### src/rtl/core/lda_collapsed_gibbs_sampler_defines.svh
// Assertion macros shared by the sampler RTL.
// No dependencies; included by files that carry concurrent assertions.
`ifndef LDA_COLLAPSED_GIBBS_SAMPLER_DEFINES_SVH
`define LDA_COLLAPSED_GIBBS_SAMPLER_DEFINES_SVH

// Same-cycle implication, disabled during reset.
`define LDA_ASSERT_NOW(label, clk, rst_n, ante, cons) \
    label: assert property (@(posedge clk) disable iff (!rst_n) (ante) |-> (cons)) \
        else $error("sampler assertion failed");

// Next-cycle implication, disabled during reset.
`define LDA_ASSERT_NEXT(label, clk, rst_n, ante, cons) \
    label: assert property (@(posedge clk) disable iff (!rst_n) (ante) |=> (cons)) \
        else $error("sampler assertion failed");

`endif

### src/rtl/core/lda_ram.sv
// Generic single-port synchronous RAM with registered read.
// No dependencies.
module lda_ram #(
    parameter int WIDTH = 24,
    parameter int DEPTH = 64
) (
    input  logic                     clk,
    input  logic                     we,
    input  logic [$clog2(DEPTH)-1:0] addr,
    input  logic [WIDTH-1:0]         wdata,
    output logic [WIDTH-1:0]         rdata
);
    logic [WIDTH-1:0] mem_array [DEPTH];
    logic [WIDTH-1:0] rdata_reg;

    always_ff @(posedge clk)
    begin
        if (we)
        begin
            mem_array[addr] <= wdata;
        end
        rdata_reg <= mem_array[addr];
    end

    assign rdata = rdata_reg;
endmodule

### config.mk
export PLATFORM = sky130hd
export DESIGN_NAME = lda_ram
export DESIGN_NICKNAME = d
export VERILOG_FILES = /design/src/rtl/core/lda_collapsed_gibbs_sampler_defines.svh /design/src/rtl/core/lda_ram.sv
export SDC_FILE = /design/constraint.sdc
export NUM_CORES = 1
export LEC_CHECK = 0
export ABC_AREA = 1
export BUFFER_PORTS_ARGS = -buffer_cell sky130_fd_sc_hd__buf_4
export CORE_MARGIN = 4
export CORE_UTILIZATION = 29
export CTS_BUF_LIST = sky130_fd_sc_hd__clkbuf_8
export DETAILED_ROUTE_END_ITERATION = 6
export PLACE_DENSITY = 0.45
export REMOVE_ABC_BUFFERS = 1
export SETUP_SLACK_MARGIN = 0.4
export SYNTH_ARGS = -nofsm -noshare
export SYNTH_HDL_FRONTEND = slang
export SYNTH_SLANG_ARGS = --single-unit
### constraint.sdc
create_clock -name clk -period 6.45 [get_ports clk]
set_clock_uncertainty 0.15 [all_clocks]
set_input_delay 1.29 -clock clk [delete_from_list [all_inputs] [get_ports clk]]
set_output_delay 1.29 -clock clk [all_outputs]
set_load 0.005 [all_outputs]
# Yosys cells after proc, flatten, opt, wreduce, memory -nomap -nowiden
# Memories as Yosys holds them, arrays and structs flattened. A register that Yosys moved wholly into a read port is not among the register bits.
# Cells that the tools add are included.
[totals]
register_bits = 0
mem_count = 1
inputBits = 32
ram_bits = 1536
word_cells = 3
out_inout_bits = 24
[classes]
mux = 2
[memory_table]
columns = ["name", "depth", "word_bits", "read_ports", "rd_clocked_by_memory_dff", "wr", "line_no", "rtl"]
rows = [
  ["mem_array", 64, 24, 1, 1, 1, "lda_ram.sv:13", "logic [WIDTH-1:0] mem_array [DEPTH];"],
]
[op_table]
columns = ["op", "count"]
rows = [
  ["$mux W1", 2],
]

# Longest topological paths before layout
# Gate-level depths: netlist of the first run.
[depth]
ltp_word = 2
mapped_depth = 15
depth_no_buf = 11

# Worst setup path after synthesis of the first run
# Ideal clock, no wire load.
[synth_timing]
path_type = "in2reg"
start = "in addr[1]"
end = "mem mem_array[41][0], enable pin"
setup_time_ns = 0.466
path_buffers = 2
required_time_ns = 5.834
path_stages = 5
setup_slack_ns = 1.525
arrival_ns = 4.309
cell_sequence = "clkbuf_1 buf_2 nor2_1 inv_1 nor4_1"
[synth_rtl]
columns = ["element", "line_no", "rtl"]
rows = [
  ["start: declaration", "lda_ram.sv:9", "input logic [$clog2(DEPTH)-1:0] addr,"],
  ["end: declaration", "lda_ram.sv:13", ""],
]
# Straight into the memory's write port.

==> results.md, run 1 <==
- Outcome: finished clean
- Global-route congestion overflow total: 0
- Root buf cell: sky130_fd_sc_hd__clkbuf_8
- EDFF count, synth: 1536
- Endpoint of the worst-slack reg-to-reg timing path: rdata[18]
- Element type at the critical path end: register
- Fraction of synthesized area in multiplexers: 0%
- Crit share post-route: 59.0%
- Overall die area: 232000 sq um
- Worst path top cell family by delay: simple AND/OR/NAND/NOR gates
- Post-cts hold buffer count: 0
- Insertion delay of the later-clocked pin in the worst-skew pair: 1.03 ns
- Top-Level Pins: 56
- Number of H-tree branching levels: 5
- Delay of the slowest cell on the worst path: 0.68 ns
- Endpoint of the worst setup timing path: rdata[18]
- Flops & latches, synth: 1560
- Maximum fanout encountered on the critical timing path: 84
- Met3 wire length: 11600 um
- Class of the worst hold path: in2reg
- Cells on worst reg2reg path: 10
- Most instantiated library cell after synthesis: sky130_fd_sc_hd__nand2_1
- Nets: 6547
- Post-route antenna net violation count: 0
- Proportion of register bits with asynchronous set or reset after synthesis: 0%
- Half-perimeter wire length after detailed placement: 115000 um
- Source of the worst register-to-register timing path: mem_array[23][18]
- Top cells by area in the synthesized netlist: sky130_fd_sc_hd__edfxtp_1 (71%), sky130_fd_sc_hd__nand2_1 (25%), sky130_fd_sc_hd__buf_2 (1.5%), sky130_fd_sc_hd__dfxtp_1 (0.74%), sky130_fd_sc_hd__nor2_1 (0.70%)
- Postcts setup bufs: 0
- Metal-1 WL: 95900 um
- Largest family of logic cells by synthesized area: simple AND/OR/NAND/NOR gates
- Clock transition at the registers of the reported paths: 0.06 ns
- Yosys warns: 0
- Area fraction of the dominant cell type after synthesis: 70.9%
- Highest metal used: met4
- DRC violations left: 0
- Setup repair after global routing missed its margin: false
- Number of search-and-repair iterations in the first detailed-routing pass: 5
- Placeable Area: 223000 sq um
- Arithmetic-cell share of the synthesized area counting full adders, half adders and majority gates: 0%
- Number of flip-flops under the largest register name: 1536
- Number of library cell types mapped by synthesis: 19
- Startpoint of the most critical setup path: addr[0]
- Vias: 43.8k
- Routability-driven placement congestion ratio: 0.830
- Routed length on met2: 97800 um
- CTS resizes: 0
- CTS sink count: 1560
- R2r setup slk: 3.99 ns
- Reported max-cap violation count: 0
- Filler cell count: 22.7k
- Data required time at the worst endpoint: 7.11 ns
- Detail-routed net length per standard cell: 21.7 um
- Cell Rows: 173
- Top cell types by occurrence after synthesis: sky130_fd_sc_hd__nand2_1 (4280), sky130_fd_sc_hd__edfxtp_1 (1536), sky130_fd_sc_hd__buf_2 (193)
- Antenna violations before repair: 22
- Most used cell, CP: sky130_fd_sc_hd__nand2_1
- Iteration-0 DRC count of the detailed router: 3684
- GRT Overall Usage: 17.8%
- Proportion of layout cells with a drive suffix above 1: 9.19%
- Type of origin of the critical path: input pin
- Top flip-flop cell by instance count after synthesis: sky130_fd_sc_hd__edfxtp_1
- Number of pins exceeding their max-slew limit in the final report: 0
- Number of buffers added by the clock tree synthesis step: 289
- Timing-limited maximum frequency: 263 MHz
- CP Data Arrival Time: 4.47 ns
- Wire length of the first global-routing pass: 302000 um
- Highest ir drop seen on vdd: 0.000164 V
- Leakage: 30.7 nW
- Total Power Consumption: 21.2 mW
- Proportion of synthesized chip area in sequential cells: 71.7%
- Post-layout utilization of the core: 33.3%
- Worst-Margin Slew: 1.26 ns
- Xor and xnor area share after synthesis: 0%
- Summed instance area of the synthesized netlist: 65000 sq um
- Synth Area in Compound Gates: 0.112%
- Shortest clock period the worst path allows after layout: 3.80 ns
- CTS tree: yes
- Detail-routed via count per cell: 4.53
- Buffers on Ports: 55
- WP buf/inv: 3
- Cell at the slowest stage of the critical path: sky130_fd_sc_hd__nor2_1
- Start-to-end type of the worst setup path: in2reg
- Slew margin rel.: 15.5%
- Via count of the first global-routing pass: 41.9k
- Pin count of the biggest net entering global routing: 138
- Routed WL: 210000 um
- Number of stages on the worst setup path: 13
- Setup Total Neg Slack: 0 ns
- Final number of setup-violating endpoints: 0
- Synthesized instance count: 6348
- Die Span X: 482 um
- Cell breakdown of the critical path: buf_8, inv_8, buf_12, nand2_1, nand2_1, nand2_1, nand2_1, nand2_1, nand2_1, nand2_1, nand2_1, nor2_1, nand2_1
- Number of failing hold endpoints at the final stage: 0
- Power per cell area: 286 nW/um^2
- Fraction of the mapped netlist area in simple logic gates: 25.8%
- Cell accounting for the most synthesized area: sky130_fd_sc_hd__edfxtp_1
- Clock tree buffer depth: 4
- Mean cell area of the mapped netlist: 10.2 sq um
- Die Span Y: 482 um
- Initial cell density of the core: 29.2%
- Area Growth Syn to Fin: 13.9%
[per-stage QoR]
stage	std cells	setup slack (ns)	hold WS (ns)	area (sq um)
CTS	9670	2.90	0.455	74100
global route	9672	2.67	0.481	74100
floorplan	6034	-4.52	0.465	63600
global placement	9199	1.79	0.561	69100
finish	9681	2.65	0.557	74100
detailed placement	9199	1.76	0.540	69100
[routing by layer]
metal / vias to the layer above / GRT usage, %
li1: 20862 / -
met1: 21482 / 24.9
met2: 1190 / 28.6
met3: 311 / 3.06
met4: 0 / 4.95
met5: - / 0
[worst min-delay path by stage]
stage	start	to	slack, ns	depth (start not counted)
2_1_floorplan	mem_array[23][22]	rdata[22]	0.47	6
3_3_place_gp	mem_array[47][22]	rdata[22]	0.56	6
4_1_cts	wdata[15]	mem_array[32][15]	0.46	1
6_report	wdata[15]	mem_array[38][15]	0.56	1
3_5_place_dp	mem_array[47][22]	rdata[22]	0.54	6
5_1_grt	wdata[15]	mem_array[38][15]	0.48	1
[cells in the final DEF, fill, tap and decap left out, drive strengths merged]
cell type  synthesis  layout
clkinv             0      63
edfxtp          1536    1536
nor4               2       2
clkbuf            86     312
nor2             121     121
nand4              2       2
nor3               8       8
or2                6       6
inv               30     124
o21ai              7       7
clkinvlp           0       3
nand3             13      13
nand2           4280    4280
o211ai             5       5
dfxtp             24      24
diode              0      11
buf              228     189
[worst reg2reg max path: stages, from the launching register on]
cell and delay [ns]:
sky130_fd_sc_hd__edfxtp_1 0.36, sky130_fd_sc_hd__nand2_1 0.07, sky130_fd_sc_hd__nand2_1 0.07, sky130_fd_sc_hd__nand2_1 0.05, sky130_fd_sc_hd__nand2_1 0.07, sky130_fd_sc_hd__nand2_1 0.07
sky130_fd_sc_hd__nand2_1 0.11, sky130_fd_sc_hd__nand2_1 0.31, sky130_fd_sc_hd__nand2_1 0.10, sky130_fd_sc_hd__nor2_1 0.68, sky130_fd_sc_hd__nand2_1 0.26
[cells by family (layout without fill, tap and decap cells)]
kind of cell,count (synthesis),count (layout)
compound gates,12,12
buf+inv,344,691
flops,1560,1560
other cells,0,11
simple gates,4432,4432
[layout make-up]
class	instances	area, sq um	area share [%]
clock inverters	160	641	0.865
multi-input cells	4444	17000	23.0
clock buffers	311	4280	5.78
flip-flops and latches	1560	46600	62.9
diodes	11	27.5	0.0372
well taps	2975	3720	5.02
inverters	30	135	0.182
repair buffers	190	1660	2.24
[where the power goes]
| part | switching [mW] | internal, mW |
|---|---|---|
| logic | 1.09 | 0.308 |
| clock network | 4.10 | 4.39 |
| registers | 0.0692 | 11.2 |
| total | 5.26 | 15.9 |
(Power assumes the default switching activity.)
==> run 2: changes to the inputs <==
- clock period: 6.45 -> 3.5 ns (I/O delays scaled with it)
==> results.md, run 2 (same netlist as run 1, synthesis figures left out) <==
- Outcome: finished clean
- Die Span Y: 482 um
- Post-place instance area: 70500 sq um
- Setup repair after global routing missed its margin: false
- Worst hold slack: 0.153 ns
- Number of pins exceeding their max-slew limit in the final report: 0
- Global-route congestion overflow total: 0
- CTS tree: yes
- Number of standard cells in the final layout excluding fillers: 9773
- Filler cell count: 22.5k
- Cells on worst reg2reg path: 10
- Initial cell density of the core: 29.2%
- Element type at the critical path end: output port
- Post-layout utilization of the core: 33.9%
- CP Data Arrival Time: 1.94 ns
- CTS sink count: 1560
- Root buf cell: sky130_fd_sc_hd__clkbuf_8
- Timing-limited maximum frequency: 359 MHz
- Postcts setup bufs: 0
- Worst path top cell family by delay: flip-flops
- Data required time at the worst endpoint: 2.65 ns
- CTS resizes: 0
- Clock transition at the registers of the reported paths: 0.06 ns
- Half-perimeter wire length after detailed placement: 121000 um
- Top-Level Pins: 56
- Buffers on Ports: 55
- Reg area: 46600 sq um
- Routed WL: 215000 um
- Iteration-0 DRC count of the detailed router: 3272
- Reported max-cap violation count: 0
- Most used cells in the layout excluding fill and tap cells: sky130_fd_sc_hd__nand2_1 (4280), sky130_fd_sc_hd__edfxtp_1 (1536), sky130_fd_sc_hd__clkbuf_8 (306), sky130_fd_sc_hd__buf_4 (181), sky130_fd_sc_hd__inv_1 (101)
- Vias: 44.3k
- Delay of the slowest cell on the worst path: 0.69 ns
- Routability-driven placement congestion ratio: 0.870
- Total Power Consumption: 39.3 mW
- WP buf/inv: 1
- Detail-routed net length per standard cell: 22.0 um
- Highest ir drop seen on vdd: 0.000351 V
- Post-route antenna net violation count: 0
- Worst-Margin Slew: 1.06 ns
- Number of instances in the placed design: 9275
- Pin count of the biggest net entering global routing: 97
- Worst slack at placement: 0.124 ns
- Number of failing hold endpoints at the final stage: 0
- GRT Overall Usage: 18.2%
- Nets: 6629
- Maximum fanout encountered on the critical timing path: 2
- Crit share post-route: 79.6%
- DRC violations left: 0
- Number of stages on the worst setup path: 1
- Detail-routed via count per cell: 4.54
- Overall die area: 232000 sq um
- Cell Rows: 173
- Start-to-end type of the worst setup path: reg2out
- Worst setup slack after layout: 0.714 ns
- Via count of the first global-routing pass: 42.9k
- Shortest clock period the worst path allows after layout: 2.79 ns
- Setup Total Neg Slack: 0 ns
- Antenna violations before repair: 17
- Most common cell after layout, fill and taps aside: sky130_fd_sc_hd__nand2_1
- Cell breakdown of the critical path: buf_4
- Insertion delay of the later-clocked pin in the worst-skew pair: 1.01 ns
- Fin area: 75600 sq um
- Number of search-and-repair iterations in the first detailed-routing pass: 6
- Proportion of layout cells with a drive suffix above 1: 10.2%
- Leakage: 31.3 nW
- Final number of setup-violating endpoints: 0
- Placeable Area: 223000 sq um
- Number of flip-flops under the largest register name: 1536
- Area Growth Syn to Fin: 16.2%
- Multi-input gate area in the final layout: 17000 sq um
- Wire length of the first global-routing pass: 309000 um
- Class of the worst hold path: in2reg
- Number of buffers added by the clock tree synthesis step: 295
- Die Span X: 482 um
- Slew margin rel.: 29.5%
- Type of origin of the critical path: register
- Clock tree buffer depth: 4
- Cell at the slowest stage of the critical path: sky130_fd_sc_hd__dfxtp_1
- Cells on Worst Hold Path: 1
- Power per cell area: 520 nW/um^2
- Post-cts hold buffer count: 0
- Number of H-tree branching levels: 5
[run 2: cell types whose count changed in the layout (fill, tap and decap cells not counted)]
cell	before	now
sky130_fd_sc_hd__bufinv_16	0	3
sky130_fd_sc_hd__diode_2	11	16
sky130_fd_sc_hd__inv_1	110	101
sky130_fd_sc_hd__clkinv_4	0	1
sky130_fd_sc_hd__inv_6	1	0
sky130_fd_sc_hd__clkinvlp_4	3	5
sky130_fd_sc_hd__clkinv_2	19	20
sky130_fd_sc_hd__clkinv_1	44	64
sky130_fd_sc_hd__buf_12	17	82
sky130_fd_sc_hd__clkbuf_8	312	306
sky130_fd_sc_hd__buf_4	170	181
[run 2: area by class of cell]
class | instances | share of cell area [%]
antenna | 16 | 0.0530
tap | 2975 | 4.93
multi-input combinational | 4444 | 22.5
sequential | 1560 | 61.7
clock inverter | 177 | 1.05
clock buffer | 305 | 5.56
inverter | 30 | 0.179
timing repair buffer | 266 | 4.03
[run 2: power by group]
| part | internal, mW | leakage [nW] | total (mW) | switching [mW] |
|---|---|---|---|---|
| combinational | 0.671 | 14.4 | 2.73 | 2.06 |
| clock | 8.20 | 2.87 | 15.8 | 7.56 |
| sequential | 20.7 | 14.0 | 20.8 | 0.116 |
| total | 29.6 | 31.3 | 39.3 | 9.74 |
[run 2: routing by layer]
layer / up-vias / part of all wire (%) / GRT usage (%)
met5: - / 0 / 0
met4: 0 / 2.4 / 5.29
met3: 307 / 4.8 / 2.66
met2: 1187 / 47 / 29.5
met1: 21759 / 46 / 25.4
li1: 21069 / - / -
[run 2: path summary, 6_finish.rpt]
check | start | end | slack (ns)
max | rdata[1] | rdata[1] | 0.71
min | wdata[22] | mem_array[54][22] | 0.15
max reg2reg | mem_array[18][17] | rdata[17] | 1.27
min reg2reg | mem_array[38][12] | rdata[12] | 0.66
